## config.mk

```make
export PLATFORM = sky130hd
export DESIGN_NAME = object_notation_tokenizer
export DESIGN_NICKNAME = d
export VERILOG_FILES = /design/src/rtl/core/ont_pkg.sv /design/src/rtl/core/ont_lexer.sv /design/src/rtl/core/ont_outq.sv /design/src/rtl/core/object_notation_tokenizer.sv
export SDC_FILE = /design/constraint.sdc
export NUM_CORES = 1
export LEC_CHECK = 0
export ABC_CLOCK_PERIOD_IN_PS = 14700
export BUFFER_PORTS_ARGS = -buffer_cell sky130_fd_sc_hd__clkbuf_2
export CORE_ASPECT_RATIO = 0.6
export CORE_MARGIN = 2
export CORE_UTILIZATION = 24
export CTS_BUF_LIST = sky130_fd_sc_hd__clkbuf_8 sky130_fd_sc_hd__clkbuf_16
export DETAILED_ROUTE_END_ITERATION = 8
export PLACE_DENSITY = 0.46
export SLEW_MARGIN = 20
export SYNTH_ARGS = -nofsm -noshare
export SYNTH_HDL_FRONTEND = slang
export SYNTH_HIERARCHICAL = 1
export SYNTH_SLANG_ARGS = --single-unit
```

## constraint.sdc

```tcl
create_clock -name clk -period 14.7 [get_ports clk]
set_input_delay 1.47 -clock clk [delete_from_list [all_inputs] [get_ports clk]]
set_output_delay 1.47 -clock clk [all_outputs]
set_load 0.03 [all_outputs]
```

## src/rtl/core/ont_pkg.sv

```systemverilog
package ont_pkg;

    localparam int STRING_BUFFER_DEF  = 1024;
    localparam int WORD_BUFFER_DEF    = 64;
    localparam int STRING_LIMIT_RESET = 1023;
    localparam int WORD_LIMIT_RESET   = 63;

    localparam int CFG_INDEX_W    = 1;
    localparam int CFG_DATA_W     = 10;
    localparam int WORD_LIMIT_W   = 6;
    localparam int LINE_W         = 32;

    localparam logic [CFG_INDEX_W-1:0] CFG_STRING_LIMIT = 1'b0;
    localparam logic [CFG_INDEX_W-1:0] CFG_WORD_LIMIT   = 1'b1;

    localparam int MODE_W = 4;
    localparam logic [MODE_W-1:0] M_IDLE     = 4'd0;
    localparam logic [MODE_W-1:0] M_SLASH    = 4'd1;
    localparam logic [MODE_W-1:0] M_COMMENT  = 4'd2;
    localparam logic [MODE_W-1:0] M_STR      = 4'd3;
    localparam logic [MODE_W-1:0] M_STR_ESC  = 4'd4;
    localparam logic [MODE_W-1:0] M_STR_DROP = 4'd5;
    localparam logic [MODE_W-1:0] M_ZERO     = 4'd6;
    localparam logic [MODE_W-1:0] M_DEC      = 4'd7;
    localparam logic [MODE_W-1:0] M_HEX      = 4'd8;
    localparam logic [MODE_W-1:0] M_IDENT    = 4'd9;

    localparam logic [3:0] K_LBRACE   = 4'd0;
    localparam logic [3:0] K_RBRACE   = 4'd1;
    localparam logic [3:0] K_LBRACKET = 4'd2;
    localparam logic [3:0] K_RBRACKET = 4'd3;
    localparam logic [3:0] K_COLON    = 4'd4;
    localparam logic [3:0] K_COMMA    = 4'd5;
    localparam logic [3:0] K_STRING   = 4'd6;
    localparam logic [3:0] K_NUMBER   = 4'd7;
    localparam logic [3:0] K_TRUE     = 4'd8;
    localparam logic [3:0] K_FALSE    = 4'd9;
    localparam logic [3:0] K_NULL     = 4'd10;
    localparam logic [3:0] K_ERROR    = 4'd11;
    localparam logic [3:0] K_END      = 4'd12;

    // Keyword candidate bits: true, false, null.
    localparam logic [2:0] KW_ALL = 3'b111;
    localparam int KW_TRUE_BIT  = 0;
    localparam int KW_FALSE_BIT = 1;
    localparam int KW_NULL_BIT  = 2;

    typedef struct packed {
        logic       is_payload;
        logic [3:0] kind;
        logic [7:0] data;
    } token_t;

    typedef struct packed {
        logic [1:0] n;
        token_t     r0;
        token_t     r1;
    } emit_t;

    typedef struct packed {
        logic              is_payload;
        logic [3:0]        kind;
        logic [7:0]        data;
        logic [LINE_W-1:0] line;
        logic              last;
    } result_t;

    function automatic emit_t emit_push(emit_t e, logic p, logic [3:0] k, logic [7:0] d);
        emit_t r;
        r = e;
        if (e.n == 2'd0)
        begin
            r.r0 = '{is_payload: p, kind: k, data: d};
            r.n  = 2'd1;
        end
        else if (e.n == 2'd1)
        begin
            r.r1 = '{is_payload: p, kind: k, data: d};
            r.n  = 2'd2;
        end
        return r;
    endfunction

    function automatic logic is_digit(logic [7:0] c);
        return (c >= "0") && (c <= "9");
    endfunction

    function automatic logic is_alpha(logic [7:0] c);
        return ((c >= "a") && (c <= "z")) || ((c >= "A") && (c <= "Z"));
    endfunction

    function automatic logic is_hex(logic [7:0] c);
        return is_digit(c) || ((c >= "a") && (c <= "f")) || ((c >= "A") && (c <= "F"));
    endfunction

    function automatic logic is_word(logic [7:0] c);
        return is_alpha(c) || is_digit(c) || (c == "_");
    endfunction

    function automatic logic [2:0] kw_len(logic [1:0] k);
        logic [2:0] r;
        case (k)
            2'd1:    r = 3'd5;
            default: r = 3'd4;
        endcase
        return r;
    endfunction

    function automatic logic [7:0] kw_char(logic [1:0] k, logic [2:0] pos);
        logic [7:0] r;
        r = 8'h00;
        case ({k, pos})
            {2'd0, 3'd0}: r = "t";
            {2'd0, 3'd1}: r = "r";
            {2'd0, 3'd2}: r = "u";
            {2'd0, 3'd3}: r = "e";
            {2'd1, 3'd0}: r = "f";
            {2'd1, 3'd1}: r = "a";
            {2'd1, 3'd2}: r = "l";
            {2'd1, 3'd3}: r = "s";
            {2'd1, 3'd4}: r = "e";
            {2'd2, 3'd0}: r = "n";
            {2'd2, 3'd1}: r = "u";
            {2'd2, 3'd2}: r = "l";
            {2'd2, 3'd3}: r = "l";
            default:      r = 8'h00;
        endcase
        return r;
    endfunction

    // Drops every keyword that the byte at position pos rules out.
    function automatic logic [2:0] kw_update(logic [2:0] m, logic [2:0] pos, logic pos_ok,
                                             logic [7:0] c);
        logic [2:0] r;
        r = m;
        for (int k = 0; k < 3; k++)
        begin
            if (!pos_ok || (pos >= kw_len(2'(k))) || (kw_char(2'(k), pos) != c))
            begin
                r[k] = 1'b0;
            end
        end
        return r;
    endfunction

endpackage

```

## src/rtl/core/ont_lexer.sv

```systemverilog
module ont_lexer #(
    parameter int LCNT_W = 10
) (
    input  logic [ont_pkg::MODE_W-1:0] mode,
    input  logic [LCNT_W-1:0]          lcnt,
    input  logic [2:0]                 kw,
    input  logic [LCNT_W-1:0]          string_limit,
    input  logic [LCNT_W-1:0]          word_limit,
    input  logic [7:0]                 data_byte,
    input  logic                       end_of_input,
    output logic [ont_pkg::MODE_W-1:0] mode_next,
    output logic [LCNT_W-1:0]          lcnt_next,
    output logic [2:0]                 kw_next,
    output logic                       line_inc,
    output ont_pkg::emit_t             emits
);
    import ont_pkg::*;

    logic [7:0]        c;
    logic              redo;
    logic              store;
    logic              num;
    logic              num_ok;
    logic              pos_ok;
    logic [LCNT_W-1:0] cnt_inc;
    logic [3:0]        ident_kind;
    emit_t             e;

    assign cnt_inc = lcnt + LCNT_W'(1);
    assign pos_ok  = lcnt < LCNT_W'(5);

    always_comb
    begin
        if ((lcnt == LCNT_W'(4)) && kw[KW_TRUE_BIT])
        begin
            ident_kind = K_TRUE;
        end
        else if ((lcnt == LCNT_W'(5)) && kw[KW_FALSE_BIT])
        begin
            ident_kind = K_FALSE;
        end
        else if ((lcnt == LCNT_W'(4)) && kw[KW_NULL_BIT])
        begin
            ident_kind = K_NULL;
        end
        else
        begin
            ident_kind = K_STRING;
        end
    end

    always_comb
    begin
        c         = data_byte;
        redo      = 1'b0;
        store     = 1'b0;
        num       = 1'b0;
        num_ok    = 1'b0;
        e         = '0;
        mode_next = mode;
        lcnt_next = lcnt;
        kw_next   = kw;
        line_inc  = 1'b0;

        if (end_of_input)
        begin
            case (mode)
                M_STR, M_STR_ESC:    e = emit_push(e, 1'b0, K_STRING, 8'h00);
                M_ZERO, M_DEC, M_HEX: e = emit_push(e, 1'b0, K_NUMBER, 8'h00);
                M_IDENT:             e = emit_push(e, 1'b0, ident_kind, 8'h00);
                M_SLASH:             e = emit_push(e, 1'b0, K_ERROR, 8'h00);
                default:             e = e;
            endcase
            e         = emit_push(e, 1'b0, K_END, 8'h00);
            mode_next = M_IDLE;
            lcnt_next = '0;
            kw_next   = KW_ALL;
        end
        else
        begin
            case (mode)
                M_SLASH:
                begin
                    if (c == "/")
                    begin
                        mode_next = M_COMMENT;
                    end
                    else
                    begin
                        e    = emit_push(e, 1'b0, K_ERROR, 8'h00);
                        redo = 1'b1;
                    end
                end
                M_COMMENT:
                begin
                    if (c == 8'h0A)
                    begin
                        line_inc  = 1'b1;
                        mode_next = M_IDLE;
                        lcnt_next = '0;
                        kw_next   = KW_ALL;
                    end
                end
                M_STR:
                begin
                    if (c == 8'h22)
                    begin
                        e         = emit_push(e, 1'b0, K_STRING, 8'h00);
                        mode_next = M_IDLE;
                        lcnt_next = '0;
                        kw_next   = KW_ALL;
                    end
                    else if (c == 8'h5C)
                    begin
                        mode_next = M_STR_ESC;
                    end
                    else
                    begin
                        store = 1'b1;
                    end
                end
                M_STR_ESC:
                begin
                    if (c == "n")
                    begin
                        c = 8'h0A;
                    end
                    else if (c == "t")
                    begin
                        c = 8'h09;
                    end
                    else if (c == "r")
                    begin
                        c = 8'h0D;
                    end
                    store = 1'b1;
                end
                M_STR_DROP:
                begin
                    mode_next = M_IDLE;
                    lcnt_next = '0;
                    kw_next   = KW_ALL;
                end
                M_ZERO:
                begin
                    if ((c == "x") || (c == "X"))
                    begin
                        // The hex prefix is always passed on, even at the length limit.
                        e = emit_push(e, 1'b1, K_NUMBER, c);
                        if (lcnt < word_limit)
                        begin
                            lcnt_next = cnt_inc;
                        end
                        mode_next = M_HEX;
                    end
                    else
                    begin
                        mode_next = M_DEC;
                        num       = 1'b1;
                        num_ok    = is_digit(c) || (c == ".");
                    end
                end
                M_DEC:
                begin
                    num    = 1'b1;
                    num_ok = is_digit(c) || (c == ".");
                end
                M_HEX:
                begin
                    num    = 1'b1;
                    num_ok = is_hex(c);
                end
                M_IDENT:
                begin
                    if (is_word(c) && (lcnt < word_limit))
                    begin
                        e         = emit_push(e, 1'b1, K_STRING, c);
                        kw_next   = kw_update(kw, lcnt[2:0], pos_ok, c);
                        lcnt_next = cnt_inc;
                    end
                    else
                    begin
                        e    = emit_push(e, 1'b0, ident_kind, 8'h00);
                        redo = 1'b1;
                    end
                end
                default:
                begin
                    redo = 1'b1;
                end
            endcase

            if (store)
            begin
                e         = emit_push(e, 1'b1, K_STRING, c);
                lcnt_next = cnt_inc;
                if (cnt_inc >= string_limit)
                begin
                    e         = emit_push(e, 1'b0, K_STRING, 8'h00);
                    mode_next = M_STR_DROP;
                end
                else
                begin
                    mode_next = M_STR;
                end
            end

            // Digits past the length limit are swallowed silently.
            if (num)
            begin
                if (num_ok)
                begin
                    if (lcnt < word_limit)
                    begin
                        e         = emit_push(e, 1'b1, K_NUMBER, c);
                        lcnt_next = cnt_inc;
                    end
                end
                else
                begin
                    e    = emit_push(e, 1'b0, K_NUMBER, 8'h00);
                    redo = 1'b1;
                end
            end

            // The byte that closed a token is looked at again as a fresh start.
            if (redo)
            begin
                mode_next = M_IDLE;
                lcnt_next = '0;
                kw_next   = KW_ALL;
                case (c)
                    8'h0A:                      line_inc = 1'b1;
                    8'h20, 8'h09, 8'h0B, 8'h0C,
                    8'h0D:                      line_inc = 1'b0;
                    "/":                        mode_next = M_SLASH;
                    "{":                        e = emit_push(e, 1'b0, K_LBRACE, 8'h00);
                    "}":                        e = emit_push(e, 1'b0, K_RBRACE, 8'h00);
                    "[":                        e = emit_push(e, 1'b0, K_LBRACKET, 8'h00);
                    "]":                        e = emit_push(e, 1'b0, K_RBRACKET, 8'h00);
                    ":":                        e = emit_push(e, 1'b0, K_COLON, 8'h00);
                    ",":                        e = emit_push(e, 1'b0, K_COMMA, 8'h00);
                    8'h22:                      mode_next = M_STR;
                    default:
                    begin
                        if (c == "0")
                        begin
                            e         = emit_push(e, 1'b1, K_NUMBER, c);
                            lcnt_next = LCNT_W'(1);
                            mode_next = M_ZERO;
                        end
                        else if (is_digit(c) || (c == "-"))
                        begin
                            e         = emit_push(e, 1'b1, K_NUMBER, c);
                            lcnt_next = LCNT_W'(1);
                            mode_next = M_DEC;
                        end
                        else if (is_alpha(c) || (c == "_"))
                        begin
                            e         = emit_push(e, 1'b1, K_STRING, c);
                            kw_next   = kw_update(KW_ALL, 3'd0, 1'b1, c);
                            lcnt_next = LCNT_W'(1);
                            mode_next = M_IDENT;
                        end
                        else
                        begin
                            e = emit_push(e, 1'b0, K_ERROR, 8'h00);
                        end
                    end
                endcase
            end
        end

        emits = e;
    end

endmodule

```

## src/rtl/core/ont_outq.sv

```systemverilog
module ont_outq (
    input  logic             clk,
    input  logic             rst_n,
    input  logic [1:0]       push_count,
    input  ont_pkg::result_t push0,
    input  ont_pkg::result_t push1,
    input  logic             pop,
    output logic             has_room,
    output logic             head_valid,
    output ont_pkg::result_t head
);
    import ont_pkg::*;

    localparam int DEPTH = 4;
    localparam int PTR_W = $clog2(DEPTH);
    localparam int CNT_W = PTR_W + 1;

    result_t           slot [DEPTH];
    logic [PTR_W-1:0]  wr_reg;
    logic [PTR_W-1:0]  wr_next;
    logic [PTR_W-1:0]  rd_reg;
    logic [PTR_W-1:0]  rd_next;
    logic [CNT_W-1:0]  count_reg;
    logic [CNT_W-1:0]  count_next;

    assign wr_next    = wr_reg + PTR_W'(push_count);
    assign rd_next    = rd_reg + PTR_W'(pop);
    assign count_next = count_reg + CNT_W'(push_count) - CNT_W'(pop);

    // Room for two beats is kept so that any byte can be taken in.
    assign has_room   = count_reg <= CNT_W'(DEPTH - 2);
    assign head_valid = count_reg != '0;
    assign head       = slot[rd_reg];

    always_ff @(posedge clk or negedge rst_n)
    begin
        if (!rst_n)
        begin
            wr_reg    <= '0;
            rd_reg    <= '0;
            count_reg <= '0;
        end
        else
        begin
            wr_reg    <= wr_next;
            rd_reg    <= rd_next;
            count_reg <= count_next;
        end
    end

    always_ff @(posedge clk)
    begin
        if (push_count != 2'd0)
        begin
            slot[wr_reg] <= push0;
        end
        if (push_count == 2'd2)
        begin
            slot[wr_reg + PTR_W'(1)] <= push1;
        end
    end

endmodule

```

## src/rtl/core/object_notation_tokenizer.sv

```systemverilog
// Byte-stream tokenizer for a JSON-like notation. One byte is taken per clock; it updates a
// small mode machine in the same cycle and its results (a payload byte, a token end, or both
// when a byte closes one token and opens the next) go into a four-beat output queue. A byte
// is accepted in every cycle while the queue has room for two beats, so the input runs at one
// byte per cycle as long as the output side takes one beat per cycle; a byte that gives two
// beats pushes both into the queue at once, and the output port's one beat per cycle is the
// limit on sustained throughput. Limits written through the configuration port take effect
// from the next byte and should be written while the block is idle.
module object_notation_tokenizer #(
    parameter int STRING_BUFFER = ont_pkg::STRING_BUFFER_DEF,
    parameter int WORD_BUFFER   = ont_pkg::WORD_BUFFER_DEF
) (
    input  logic                            clk,
    input  logic                            rst_n,
    input  logic                            cfg_write,
    input  logic [ont_pkg::CFG_INDEX_W-1:0] cfg_index,
    input  logic [ont_pkg::CFG_DATA_W-1:0]  cfg_data,
    input  logic                            in_valid,
    output logic                            in_stall,
    input  logic [7:0]                      data_byte,
    input  logic                            end_of_input,
    output logic                            out_valid,
    input  logic                            out_stall,
    output logic                            is_payload,
    output logic [3:0]                      token_kind,
    output logic [7:0]                      out_byte,
    output logic [ont_pkg::LINE_W-1:0]      line_number,
    output logic                            last_result
);
    import ont_pkg::*;

    localparam int BIG_BUFFER = (STRING_BUFFER > WORD_BUFFER) ? STRING_BUFFER : WORD_BUFFER;
    // At least three bits so that the keyword lengths can be compared.
    localparam int LCNT_W     = ($clog2(BIG_BUFFER) > 3) ? $clog2(BIG_BUFFER) : 3;
    localparam int SMAX       = STRING_BUFFER - 1;
    localparam int WMAX       = WORD_BUFFER - 1;
    localparam int SLIM_RST   = (STRING_LIMIT_RESET > SMAX) ? SMAX : STRING_LIMIT_RESET;
    localparam int WLIM_RST   = (WORD_LIMIT_RESET > WMAX) ? WMAX : WORD_LIMIT_RESET;

    function automatic logic [LCNT_W-1:0] eff_limit(logic [CFG_DATA_W-1:0] v, int lim);
        logic [LCNT_W-1:0] r;
        if (v == '0)
        begin
            r = LCNT_W'(1);
        end
        else if (int'(v) > lim)
        begin
            r = LCNT_W'(lim);
        end
        else
        begin
            r = LCNT_W'(v);
        end
        return r;
    endfunction

    logic [LCNT_W-1:0] slim_reg;
    logic [LCNT_W-1:0] wlim_reg;
    logic [MODE_W-1:0] mode_reg;
    logic [MODE_W-1:0] mode_next;
    logic [LCNT_W-1:0] lcnt_reg;
    logic [LCNT_W-1:0] lcnt_next;
    logic [2:0]        kw_reg;
    logic [2:0]        kw_next;
    logic [LINE_W-1:0] line_reg;
    logic [LINE_W-1:0] line_next;
    logic              line_inc;
    logic              accept;
    logic              has_room;
    logic              pop;
    logic [1:0]        push_count;
    emit_t             step;
    result_t           push0;
    result_t           push1;
    result_t           head;

    assign in_stall = !has_room;
    assign accept   = in_valid && has_room;
    assign pop      = out_valid && !out_stall;

    always_ff @(posedge clk or negedge rst_n)
    begin
        if (!rst_n)
        begin
            slim_reg <= LCNT_W'(SLIM_RST);
            wlim_reg <= LCNT_W'(WLIM_RST);
        end
        else if (cfg_write)
        begin
            case (cfg_index)
                CFG_STRING_LIMIT: slim_reg <= eff_limit(cfg_data, SMAX);
                CFG_WORD_LIMIT:
                begin
                    wlim_reg <= eff_limit(CFG_DATA_W'(cfg_data[WORD_LIMIT_W-1:0]), WMAX);
                end
                default:          slim_reg <= slim_reg;
            endcase
        end
    end

    ont_lexer #(
        .LCNT_W (LCNT_W)
    ) u_lexer (
        .mode         (mode_reg),
        .lcnt         (lcnt_reg),
        .kw           (kw_reg),
        .string_limit (slim_reg),
        .word_limit   (wlim_reg),
        .data_byte    (data_byte),
        .end_of_input (end_of_input),
        .mode_next    (mode_next),
        .lcnt_next    (lcnt_next),
        .kw_next      (kw_next),
        .line_inc     (line_inc),
        .emits        (step)
    );

    // The line counter sticks at its maximum.
    assign line_next = (line_inc && (line_reg != '1)) ? line_reg + LINE_W'(1) : line_reg;

    always_ff @(posedge clk or negedge rst_n)
    begin
        if (!rst_n)
        begin
            mode_reg <= M_IDLE;
            lcnt_reg <= '0;
            kw_reg   <= KW_ALL;
            line_reg <= LINE_W'(1);
        end
        else if (accept)
        begin
            mode_reg <= mode_next;
            lcnt_reg <= lcnt_next;
            kw_reg   <= kw_next;
            line_reg <= line_next;
        end
    end

    // Every beat of one byte carries the line count from before that byte.
    assign push_count = accept ? step.n : 2'd0;
    assign push0 = '{is_payload: step.r0.is_payload, kind: step.r0.kind, data: step.r0.data,
                     line: line_reg, last: (step.n == 2'd1)};
    assign push1 = '{is_payload: step.r1.is_payload, kind: step.r1.kind, data: step.r1.data,
                     line: line_reg, last: 1'b1};

    ont_outq u_outq (
        .clk        (clk),
        .rst_n      (rst_n),
        .push_count (push_count),
        .push0      (push0),
        .push1      (push1),
        .pop        (pop),
        .has_room   (has_room),
        .head_valid (out_valid),
        .head       (head)
    );

    assign is_payload  = head.is_payload;
    assign token_kind  = head.kind;
    assign out_byte    = head.data;
    assign line_number = head.line;
    assign last_result = head.last;

    a_eoi_idle: assert property (@(posedge clk) disable iff (!rst_n)
        accept && end_of_input |=> (mode_reg == M_IDLE) && (lcnt_reg == '0))
        else $error("end of input did not return the lexer to idle");

    a_eoi_result: assert property (@(posedge clk) disable iff (!rst_n)
        accept && end_of_input |-> (step.n != 2'd0))
        else $error("end of input produced no end beat");

    a_line_monotonic: assert property (@(posedge clk) disable iff (!rst_n)
        1'b1 |=> (line_reg >= $past(line_reg)))
        else $error("line count went backwards");

    a_string_bound: assert property (@(posedge clk) disable iff (!rst_n)
        (mode_reg == M_STR) || (mode_reg == M_STR_ESC) |-> (lcnt_reg < slim_reg))
        else $error("open string holds as many bytes as its limit");

endmodule

```

* Word-level counts from Yosys, hierarchy flattened
Memories as Yosys holds them, arrays and structs flattened.
Cells that the tools add are included.
** Word-level totals
- Bits in registers :: 76
- Memories :: 1
- Bits in writable memories :: 184
** Memory list
- u_outq.slot :: words 4, width 46, rd ports 1, clocked after Yosys merged registers in 0, wr ports 2, line ont_outq.sv:18 : result_t slot [DEPTH];
** Operators by class
- Multiplexer cells :: 205
- Reduce and logical (&&, ||, !) cells :: 64
- Equal/unequal tests :: 66
- Bitwise gates (word level) :: 1
- $lt $le $gt $ge :: 22
- Add/sub/neg operators :: 7
** Operators by type and width (number)
- $mux 13 :: 42
- $mux 28 :: 11
- $mux 8 :: 32
- $pmux 28 s7 :: 1
- $mux 10 :: 15
- $pmux 28 s4 :: 1
- $pmux 27 s4 :: 1
- $mux 26 :: 4
- $eq 8x7->1 const B :: 12
- $mux 3 :: 28
- $mux 27 :: 3
- $eq 8x6->1 const B :: 10
- $mux 4 :: 14
- $pmux 10 s5 :: 1
- $eq 8x4->1 const B :: 6
- $le 8x7->1 const B :: 6
- $ne 8x8->1 :: 6
- $pmux 7 s5 :: 1
- $add 32x1->32 const B :: 1
- $ge 8x7->1 const B :: 4
- $ne 32x32->1 const B :: 1
- $pmux 7 s4 :: 1
- $mux 1 :: 27
- $mux 2 :: 13
- other kinds (56) :: 124

* Depth between registers and ports, before layout
Gate-level depths: netlist of run 1.
- Word-level depth :: 40
- Gate-level depth with buffers :: 22
- Depth with buffers taken out :: 20

* Modules after synthesis
The synthesis of run 1 kept the hierarchy.
** By module, submodules not included
- ont_outq :: cells an instance 483, times used 1, area an instance 9634.2 um^2
- ont_lexer :: cells an instance 561, times used 1, area an instance 3642.2 um^2
- object_notation_tokenizer :: cells an instance 224, times used 1, area an instance 2860.2 um^2

* Least setup slack after synthesis of run 1
Ideal clock, no wire load.
- Kind :: input -> register
- From :: input port data_byte[4]
- To :: memory u_outq/slot[0][0] in the netlist's numbering, enable pin
- Buffers on the path :: 1
- Arrival :: 7661 ps
- Setup slack :: 6526 ps
- Stages :: 13
- Library setup time :: 513 ps
- Required time :: 14187 ps
- Cell sequence :: buf_2 -> or4b_1 -> nor4_1 -> inv_1 -> a21oi_1 -> a211o_1 -> nor4b_2 -> ha_1 -> mux2i_1 -> o21a_1 -> and3_1 -> o21bai_1 -> o21ai_0
** RTL lines
- start, declared :: line object_notation_tokenizer.sv:20 : input logic [7:0] data_byte,
- end, declared :: line ont_outq.sv:18

==> impl_results.md, run 1 <==
* Run status: finished clean
* Top cell type's share of synthesized area at 34.2%
* Final max-slew violation count at 0
* Int Power at about 1.9 mW
* Congestion Overflow GR at 0
* Top achievable clock speed at 139 MHz
* Clock tree from TritonCTS: yes
* Max-Cap Viols at 0
* Seq cells post-synth at 256
* Syn. warnings at 6
* Total of hold buffers inserted after clock tree synthesis at 0
* Post-synth ARST share at roughly 28%
* Number of clock sinks at between 200 and 300
* Overall fraction of global-route tracks in use at about 13%
* Power dissipated by switching net loads at 1.25 mW
* Total number of vias at 10.7k
* Total power density per cell area at 174 mW/mm^2
* Average wire per cell in the routed design at roughly 20 um
* Cell leakage power at 6.75 nW
* # IOs at 73
* Count of endpoints failing setup in the final report at 0
* Min cycle time layout at roughly 7200 ps
* Buffers inserted by post-CTS timing repair at 0
* Largest cells by area after synthesis: edfxtp_1 34%, mux2_2 10%, dfrtp_1 8.1%, mux2_4 6.4%, mux4_2 6.4%
* Total power consumption of the routed design at about 3.2 mW
* H-tree level count at 1
* Sequential share of power at around a third
* Core area at around 0.066 sq mm
* Post-route clock period utilization at about half
* Required time worst endpoint at between 10000 and 15000 ps
* Top post-synthesis cells by count: 184 x edfxtp_1, 147 x mux2_2, 69 x mux2_4
* First-pass GRT wire length at between 60000 and 70000 um
* DRT Pass-1 Iters at 5
* Slew headroom at roughly 27%
* # diodes at 0
* Number of standard cells after synthesis at 1268
* Cell chosen for the clock root: clkbuf_16
* Cell taking the most area after synthesis: edfxtp_1
* Count of buffers from port buffering at 72
* Number of rows created at floorplan at 73
* Max rail drop VDD at 0.0000847 V
* Largest stage delay on the critical path at 1110 ps
* Utilization after layout at 27.6%
* Worst setup slack after layout at between 7000 and 8000 ps
* Weighted congestion reported at the end of routability-driven placement at between 0.9 and 1
* Part of the total power dissipated in the clock network at between 20% and 30%
* Initial Utilization at about a quarter
* Post-synth design cell area at between 0.015 and 0.02 sq mm
* Max reg flops at between 150 and 200
* Largest buffer count on any clock path at 3
* Number of library cell types mapped by synthesis at between 100 and 150
* Sequential share of the synthesized area at a little under half
* Pin slew with the least headroom to its limit at approximately 1100 ps
* Hold Vio Cnt, Final at 0
* Maximum number of pins on one net before global-route repair at 48
* Number of buffers created by CTS at 30
* Count of instances resized after the clock tree is built at 0
* Share of power burned in combinational logic at around 43%
* Residual antenna-violating net count after detailed routing at 0
* Number of fill cells in the layout at approximately 6.8k
* Total negative setup slack at 0 ps
* Worst Skew at approximately 16 ps
* Mean post-synth cell area at 12.7 sq um
* Worst Path Max Fanout at 47
* Type of destination of the critical path: register
* Detailed-route DRC error count at 0
* Clock-pin slew of the registers on the worst-case setup and hold paths at approximately 60 ps
* Vias in the first global route at roughly 10k
* Floorplan die area at between 0.06 and 0.07 sq mm
* Total half-perimeter wirelength after legalization and detailed placement at between 20000 and 30000 um
* Height of the die at between 200 and 250 um
* Sort of element at the start of the critical path: primary input
* Classification of the worst-slack hold path: reg2reg
* Most frequently used cell type in the post-synthesis netlist: edfxtp_1
* Max stage delay cell, worst path: and4bb_4
* Number of flops mapped to enable cells by yosys at 184
* Unrepaired setup endpoints after global routing: no
* Worst path cell trace: clkbuf_2 -> or4b_1 -> nor4_1 -> inv_1 -> a21oi_1 -> a211o_1 -> nor4b_2 -> ha_1 -> mux2i_1 -> o21a_1 -> and3_1 -> and4bb_4 -> o21bai_4 -> buf_4
* Arrival time at the worst endpoint at 7410 ps
* Number of design-rule violations left by the first detailed-router iteration at between 900 and 1k
* Antenna violations before repair at 0
* Switching part of the total power at about two fifths
* Final net count at between 1k and 1.5k
* Post-detailed-routing wire length at ~45000 um
* Worst-case setup slack after placement at 6970 ps
* Most used DFF post-synth: edfxtp_1
* DIE WIDTH at 339 um
* Via-to-Cell Ratio at about 4.8
* Signed area change from the synthesized netlist to the final layout at 13.6%
* Category of the most critical setup path: in2reg
* Ratio of cells with drive above 1 in the final layout at 34.5%
* Worst hold-check slack at about 480 ps
* Later-pin clock latency in the skew report at ~560 ps
-- final timing paths --
kind	from	to	slack [ps]	cells after the start
worst max-delay path	data_byte[4]	u_outq/slot[2][20]	7480	14
worst min-delay path	slim_reg[0]	slim_reg[0]	480	2
worst max register to register	lcnt_reg[1]	u_outq/slot[2][20]	7720	18
worst min register to register	slim_reg[0]	slim_reg[0]	480	2
max in group asynchronous	rst_n	u_outq/rd_reg[0]	12820	2
min in group asynchronous	rst_n	lcnt_reg[0]	840	1
-- kinds of logic (layout without fill, tap and decap cells) --
logic type | count (synthesis) | after routing | synth area share, %
buffers and inverters | 129 | 195 | 4.38
other | 3 | 9 | 0.0698
DFF | 256 | 256 | 45.6
xor gates and xnor gates | 50 | 50 | 2.71
adders and majority gates | 36 | 36 | 2.84
and+or+nand+nor | 324 | 324 | 11.7
muxes | 265 | 265 | 23.3
AOI/OAI and AO/OA | 205 | 205 | 9.42
-- power groups by stage --
stage / registers [mW] / clock network, mW / logic (mW)
floorplan: 1.02 / 0 / 1.03
global placement: 1.09 / 0 / 1.39
CTS: 1.08 / 0.774 / 1.39
detailed placement: 1.09 / 0 / 1.38
finish: 1.07 / 0.748 / 1.37
global route: 1.09 / 0.799 / 1.49
-- per-layer routing --
| metal | global-route usage, % | share of wire [%] |
|---|---|---|
| met3 | 2.51 | 5.4 |
| met2 | 18.3 | 41 |
| met5 | 0 | 0 |
| met4 | 2.05 | 1.2 |
| met1 | 20.3 | 53 |
-- critical path, delay by kind of cell --
| family | cells | cell delay, ps |
|---|---|---|
| adders and majority gates | 1 | 210 |
| buffers and inverters | 3 | 1100 |
| and+or+nand+nor | 5 | 3090 |
| AOI/OAI and AO/OA | 4 | 1410 |
| muxes | 1 | 60 |
-- per-stage QoR --
step                      cell area (sq um)  std cells
after floorplan                       16200       1274
after global placement                17300       2185
after detailed placement              17300       2185
after CTS                             18300       2240
after global routing                  18300       2240
final                                 18300       2240
-- cells in the final DEF, fill, tap and decap left out, types with 12 or more instances in the layout --
| master | netlist | final |
|---|---|---|
| o211ai_1 | 18 | 18 |
| dfstp_2 | 20 | 20 |
| a21oi_1 | 38 | 38 |
| mux2_2 | 147 | 147 |
| ha_1 | 35 | 35 |
| clkbuf_16 | 0 | 31 |
| nand2_1 | 65 | 65 |
| nand2b_1 | 12 | 12 |
| nand4_1 | 22 | 22 |
| nand3_1 | 33 | 33 |
| nor3_1 | 24 | 24 |
| xnor2_1 | 41 | 41 |
| mux2_4 | 69 | 69 |
| nor2_1 | 48 | 46 |
| o21ai_0 | 37 | 36 |
| clkbuf_2 | 1 | 71 |
| buf_4 | 8 | 20 |
| mux4_2 | 46 | 46 |
| inv_1 | 49 | 54 |
| edfxtp_1 | 184 | 184 |
| dfrtp_1 | 52 | 50 |
| and3_1 | 14 | 14 |
-- layout make-up --
cell class / count / area [sq um] / share of cell area, %
Clock buffer: 33 / 803 / 4.38
Clock inverter: 22 / 183 / 0.997
Inverter: 49 / 184 / 1.00
Multi-Input combinational cell: 889 / 8160 / 44.5
Sequential cell: 256 / 7360 / 40.2
Tap cell: 900 / 1130 / 6.15
Timing Repair Buffer: 91 / 505 / 2.76
No activity file was read; power rests on OpenSTA's default activity.
==> inputs of run 2 (changes only) <==
ABC_CLOCK_PERIOD_IN_PS = 7000   (was 14700)
clock period = 7 ns   (was 14.7 ns; I/O delays follow)
==> run 2 against run 1 <==
Clock-buffer cell count shrank 2. Core utilization grew 0.20 points. Via count grew 2.2%. Die area is the same. Worst setup slack lost 6300 ps. Sequential share of layout area shrank 0.30 points. Power grew 110%. Worst hold slack lost 85 ps. Final cell count grew 0.67%. Critical path type is now reg2reg.
==> impl_results.md, run 2 (synthesis gave the netlist of run 1 again) <==
* Post-route clock period utilization at 83.1%
* Buffers inserted by post-CTS timing repair at 0 (unchanged)
* Worst Skew at 29.2 ps (was 16.1 ps)
* Total instance count after detailed placement at 2198 (was 2185)
* Overall fraction of global-route tracks in use at 12.9% (about the same)
* Initial Utilization at 24.3% (unchanged)
* Residual antenna-violating net count after detailed routing at 0 (unchanged)
* Later-pin clock latency in the skew report at 580 ps (was 560 ps)
* Count of instances resized after the clock tree is built at 0 (unchanged)
* Total number of vias at 10.9k (was 10.7k)
* Post-route non-filler standard cell count at 2255 (was 2240)
* Largest buffer count on any clock path at 3 (unchanged)
* Sort of element at the start of the critical path: register (was primary input)
* Hold Vio Cnt, Final at 0 (unchanged)
* Run status: finished clean (unchanged)
* Number of buffers created by CTS at 30 (unchanged)
* DRT Pass-1 Iters at 5 (unchanged)
* Cell leakage power at 6.81 nW (was 6.75 nW)
* Weighted congestion reported at the end of routability-driven placement at 0.939 (was 0.920)
* Number of design-rule violations left by the first detailed-router iteration at 902 (was 952)
* Clock tree from TritonCTS: yes (unchanged)
* Number of fill cells in the layout at 6829 (was 6810)
* Detailed-route DRC error count at 0 (unchanged)
* Min cycle time layout at about 5800 ps
* Final max-slew violation count at 0 (unchanged)
* First-pass GRT wire length at 69200 um (was 69300 um)
* Classification of the worst-slack hold path: in2reg (was reg2reg)
* Clock-pin slew of the registers on the worst-case setup and hold paths at 60 ps (about the same)
* Total power consumption of the routed design at 6.70 mW (was 3.20 mW)
* Required time worst endpoint at 7320 ps (was 14890 ps)
* Count of buffers from port buffering at 72 (unchanged)
* Number of rows created at floorplan at 73 (unchanged)
* Ratio of cells with drive above 1 in the final layout at 34.9% (was 34.5%)
* Total power density per cell area at 363 mW/mm^2 (was 174 mW/mm^2)
* Total of hold buffers inserted after clock tree synthesis at 1 (was 0)
* Average wire per cell in the routed design at 20.0 um (was 20.1 um)
* Number of clock sinks at 256 (unchanged)
* Arrival time at the worst endpoint at 6140 ps (was 7410 ps)
* Floorplan die area at 0.0694 sq mm (unchanged)
* Cell chosen for the clock root: clkbuf_16 (unchanged)
* Antenna violations before repair at 0 (unchanged)
* Worst hold stages at 3 (was 2)
* Category of the most critical setup path: reg2reg (was in2reg)
* Total negative setup slack at 0 ps (unchanged)
* Worst Path Max Fanout at 35 (was 47)
* Post-detailed-routing wire length at 45100 um (about the same)
* H-tree level count at 1 (unchanged)
* Max rail drop VDD at 0.000195 V (was 0.0000847 V)
* Max-Cap Viols at 0 (unchanged)
* Height of the die at 205 um (unchanged)
* Core area at 0.0664 sq mm (unchanged)
* Pin slew with the least headroom to its limit at 1010 ps (was 1090 ps)
* Final net count at 1392 (was 1378)
* Count of endpoints failing setup in the final report at 0 (unchanged)
* Slew headroom at 32.3% (was 27.5%)
* Via-to-Cell Ratio at 4.84 (was 4.77)
* Maximum number of pins on one net before global-route repair at 51 (was 48)
* # IOs at 73 (unchanged)
* DIE WIDTH at 339 um (unchanged)
* Top achievable clock speed at about 170 MHz
* Unrepaired setup endpoints after global routing: no (unchanged)
* Commonest cells after routing, fill and taps aside: 184 x edfxtp_1, 147 x mux2_2, 71 x clkbuf_2 (unchanged)
* Logic depth of the worst register-to-register path at 18 (unchanged)
* Total half-perimeter wirelength after legalization and detailed placement at 30200 um (was 29700 um)
* Leading cell type in the layout, fill and taps excluded: edfxtp_1 (unchanged)
* Congestion Overflow GR at 0 (unchanged)
* Setup slack, reg-to-reg at 1180 ps (was 7720 ps)
* Max reg flops at 184 (unchanged)
* Vias in the first global route at 10.8k (was 10.4k)
* Type of destination of the critical path: register (unchanged)
* Signed area change from the synthesized netlist to the final layout at 14.4% (was 13.6%)
[run 2: changes by cell type in the layout (fill, tap and decap cells not counted), moves of 2 or more]
| cell | delta |
|---|---|
| buf_4 | +7 |
| buf_12 | +6 |
| inv_1 | +4 |
| clkinv_1 | -3 |
| clkinvlp_4 | +3 |
| clkbuf_8 | -2 |
[run 2: path summary, 6_finish.rpt]
path | start | endpoint
min reg2reg | slim_reg[0] | slim_reg[0]
max in group asynchronous | rst_n | u_outq/rd_reg[0]
min | cfg_data[0] | wlim_reg[0]
max | lcnt_reg[1] | u_outq/slot[3][45]
min in group asynchronous | rst_n | lcnt_reg[6]
max reg2reg | lcnt_reg[1] | u_outq/slot[3][45]
[run 2: through the flow]
| stage | utilization [%] | area [sq um] | setup WS, ps | hold slack (ps) |
|---|---|---|---|---|
| floorplan | - | 16200 | 465 | 404 |
| global placement | 26.3 | 17500 | 1260 | 478 |
| detailed placement | 26.3 | 17500 | 1120 | 485 |
| CTS | 27.8 | 18500 | 1210 | 360 |
| global route | 27.8 | 18500 | 837 | 380 |
| finish | 27.8 | 18500 | 1180 | 396 |
[run 2: layer usage]
| metal | part of all wire, % | global-route usage [%] | wire length [um] |
|---|---|---|---|
| met1 | 52 | 20.3 | 23300 |
| met2 | 41 | 18.1 | 18300 |
| met3 | 6.0 | 2.22 | 2710 |
| met4 | 1.7 | 2.70 | 749 |
| met5 | 0 | 0 | 0 |
[run 2: cell type report]
class | instances | area [sq um] | share of cell area (%)
Clock inverter | 24 | 170 | 0.922
Timing Repair Buffer | 105 | 688 | 3.73
Clock buffer | 31 | 776 | 4.20
Antenna cell | 1 | 2.50 | 0.0136
Multi-Input combinational cell | 889 | 8150 | 44.2
Sequential cell | 256 | 7360 | 39.9
Tap cell | 900 | 1130 | 6.10
Inverter | 49 | 184 | 0.997
[run 2: power breakdown]
group	total, mW	switching, mW	internal, mW
registers	2.21	0.169	2.04
logic	2.97	1.83	1.13
clock network	1.52	0.649	0.872
[run 2: worst max-delay path, stage by stage, from the launching register on]
cell      delay [ps]
dfrtp_1          570
ha_1             360
nand3_1          240
nor2_1           300
nand3_1          130
xnor2_1          170
ha_1             210
or3_1            380
a211oi_1         230
o21ai_0          160
a211o_1          370
nor4b_2          200
ha_1             330
mux2i_1           60
o21a_1           200
and3_1           300
and4bb_4         610
buf_12           360
mux2_2           370
==> inputs of run 3 (changes only) <==
ABC_CLOCK_PERIOD_IN_PS = 5500   (was 7000)
clock period = 5.5 ns   (was 7 ns; I/O delays follow)
==> run 3 against run 2 <==
Clock-buffer cell count rose by 2. Via count rose by 0.39%. Non-clock buffer count grew 44. Critical path type unchanged. Critical endpoint is now u_outq/slot[2][40]. Largest cell class unchanged. Largest power group unchanged.
==> impl_results.md, run 3 (synthesis gave the netlist of run 1 again) <==
* Max rail drop VDD at 0.000213 V (was 0.000195 V)
* Slew headroom at 39.7% (was 32.3%)
* Family of cells with the greatest summed delay on the critical path: simple AND/OR/NAND/NOR gates (unchanged)
* Unrepaired setup endpoints after global routing: no (unchanged)
* Worst hold-check slack at 235 ps (was 396 ps)
* Count of endpoints failing setup in the final report at 0 (unchanged)
* Final net count at 1435 (was 1392)
* Cell leakage power at 7.09 nW (was 6.81 nW)
* Clock-pin slew of the registers on the worst-case setup and hold paths at 70 ps (was 60 ps)
* Total half-perimeter wirelength after legalization and detailed placement at 32500 um (was 30200 um)
* Number of buffers created by CTS at 29 (was 30)
* Beginning of the worst register-to-register path: lcnt_reg[0] (was lcnt_reg[1])
* Worst-case setup slack after placement at 295 ps (was 1120 ps)
* Area of combinational cells with multiple inputs at 0.00815 sq mm (about the same)
* DIE WIDTH at 339 um (unchanged)
* Vias in the first global route at 10.9k (was 10.8k)
* Final max-slew violation count at 0 (unchanged)
* Initial Utilization at 24.3% (unchanged)
* Maximum number of pins on one net before global-route repair at 54 (was 51)
* Weighted congestion reported at the end of routability-driven placement at 0.939 (about the same)
* Ratio of cells with drive above 1 in the final layout at 37.2% (was 34.9%)
* Core area at 0.0664 sq mm (unchanged)
* Commonest cells after routing, fill and taps aside: 184 x edfxtp_1, 147 x mux2_2, 71 x clkbuf_2 (unchanged)
* DRT Pass-1 Iters at 8 (was 5)
* Run status: finished clean (unchanged)
* Worst Path Max Fanout at 16 (was 35)
* Classification of the worst-slack hold path: in2reg (unchanged)
* Floorplan die area at 0.0694 sq mm (unchanged)
* Largest stage delay on the critical path at 510 ps (was 610 ps)
* Critical Path Sink: u_outq/slot[2][40] (was u_outq/slot[3][45])
* First-pass GRT wire length at 70500 um (was 69200 um)
* Congestion Overflow GR at 0 (unchanged)
* Arrival time at the worst endpoint at 5490 ps (was 6140 ps)
* Type of destination of the critical path: register (unchanged)
* Post-route clock period utilization at 94.5% (was 83.1%)
* Count of buffers from port buffering at 72 (unchanged)
* Later-pin clock latency in the skew report at 580 ps (about the same)
* Leading cell type in the layout, fill and taps excluded: edfxtp_1 (unchanged)
* Category of the most critical setup path: reg2reg (unchanged)
* Register cell area after layout at 0.00736 sq mm (unchanged)
* Max-Cap Viols at 0 (unchanged)
* Largest buffer count on any clock path at 3 (unchanged)
* Sort of element at the start of the critical path: register (unchanged)
* Pin slew with the least headroom to its limit at 899 ps (was 1010 ps)
* Number of fill cells in the layout at 6771 (was 6829)
* Overall fraction of global-route tracks in use at 13.2% (was 12.9%)
* Worst Skew at 39.6 ps (was 29.2 ps)
* Total power density per cell area at 456 mW/mm^2 (was 363 mW/mm^2)
* Via-to-Cell Ratio at 4.77 (was 4.84)
* Worst path buffer plus inverter count at 1 (unchanged)
* Max reg flops at 184 (unchanged)
* Total instance count after detailed placement at 2242 (was 2198)
* # diodes at 0 (was 1)
* Utilization after layout at 28.6% (was 27.8%)
* Post-detailed-routing wire length at 45800 um (was 45100 um)
* Cell count along the critical path at 18 (unchanged)
* Detailed-route DRC error count at 0 (unchanged)
* Cell chosen for the clock root: clkbuf_16 (unchanged)
* H-tree level count at 1 (unchanged)
* Min cycle time layout at 5200 ps (was 5820 ps)
* Number of rows created at floorplan at 73 (unchanged)
* Max stage delay cell, worst path: and4bb_4 (unchanged)
* Antenna violations before repair at 0 (unchanged)
* Setup slack, reg-to-reg at 300 ps (was 1180 ps)
* Average wire per cell in the routed design at 19.9 um (was 20.0 um)
* # IOs at 73 (unchanged)
* Worst setup slack after layout at 302 ps (was 1180 ps)
* Total number of vias at 11.0k (was 10.9k)
* Top achievable clock speed at 192 MHz (was 172 MHz)
* Residual antenna-violating net count after detailed routing at 0 (unchanged)
* Hold Vio Cnt, Final at 0 (unchanged)
* Required time worst endpoint at 5790 ps (was 7320 ps)
* Number of clock sinks at 256 (unchanged)
* Post-route non-filler standard cell count at 2297 (was 2255)
* Clock tree from TritonCTS: yes (unchanged)
* Signed area change from the synthesized netlist to the final layout at 17.5% (was 14.4%)
* Crit path from: lcnt_reg[0] (was lcnt_reg[1])
* Reg2Reg Capture Point: u_outq/slot[2][40] (was u_outq/slot[3][45])
* Worst path cell trace: ha_1 -> nand3_1 -> nor2_1 -> nand3_1 -> xnor2_1 -> ha_1 -> or3_1 -> a211oi_1 -> o21ai_0 -> a211o_1 -> nor4b_2 -> ha_1 -> mux2i_1 -> o21a_1 -> and3_1 -> and4bb_4 -> buf_12 -> mux2_4 (was ha_1 -> nand3_1 -> nor2_1 -> nand3_1 -> xnor2_1 -> ha_1 -> or3_1 -> a211oi_1 -> o21ai_0 -> a211o_1 -> nor4b_2 -> ha_1 -> mux2i_1 -> o21a_1 -> and3_1 -> and4bb_4 -> buf_12 -> mux2_2)
* Number of design-rule violations left by the first detailed-router iteration at 921 (was 902)
* Logic depth of the worst register-to-register path at 18 (unchanged)
* Height of the die at 205 um (unchanged)
* Critical Path Most Common Cell: ha_1 (unchanged)
## run 3: where the power goes
part,internal (mW),leakage [nW],total [mW],switching (mW)
combinational,1.58,3.97,3.87,2.30
clock,1.11,0.495,1.93,0.820
sequential,2.59,2.63,2.84,0.254
## run 3: worst min path at each step
stage                     slack, ps        start          end  depth (start not counted)
after global routing            210  cfg_data[8]  slim_reg[8]                          2
final                           230  cfg_data[6]  slim_reg[6]                          2
after CTS                       200  cfg_data[8]  slim_reg[8]                          2
after global placement          450        rst_n  lcnt_reg[5]                          1
after floorplan                 250        rst_n  lcnt_reg[0]                          0
after detailed placement        460        rst_n  lcnt_reg[5]                          1
## run 3: layer usage
metal	wire [um]	global-route usage (%)	part of all wire, %
met5	0	0	0
met4	549	1.98	1.2
met3	2960	2.87	6.5
met2	18200	18.2	40
met1	24100	20.8	53
## run 3: timing repair
item                                   in CTS  in global routing
endpoints found under the hold margin       6                  0
hold buffers                                1                  0
setup buffers                               0                  0
setup endpoints to repair                   0                 43
resized for setup                           0                  2
## run 3: final cells by class
| cell class | count | share of cell area (%) |
|---|---|---|
| multi-input cells | 889 | 43.0 |
| flip-flops and latches | 256 | 38.8 |
| repair buffers | 149 | 6.29 |
| well taps | 900 | 5.94 |
| clock buffers | 33 | 4.30 |
| inverters | 49 | 0.970 |
| clock inverters | 21 | 0.713 |
## run 3: through the flow
step | TNS [ps] | area, sq um | total power [mW]
floorplan | -12980 | 16200 | 5.48
detailed placement | 0 | 18000 | 6.78
finish | 0 | 19000 | 8.65
CTS | 0 | 19000 | 8.74
global placement | 0 | 18000 | 6.76
global route | 0 | 19000 | 9.13
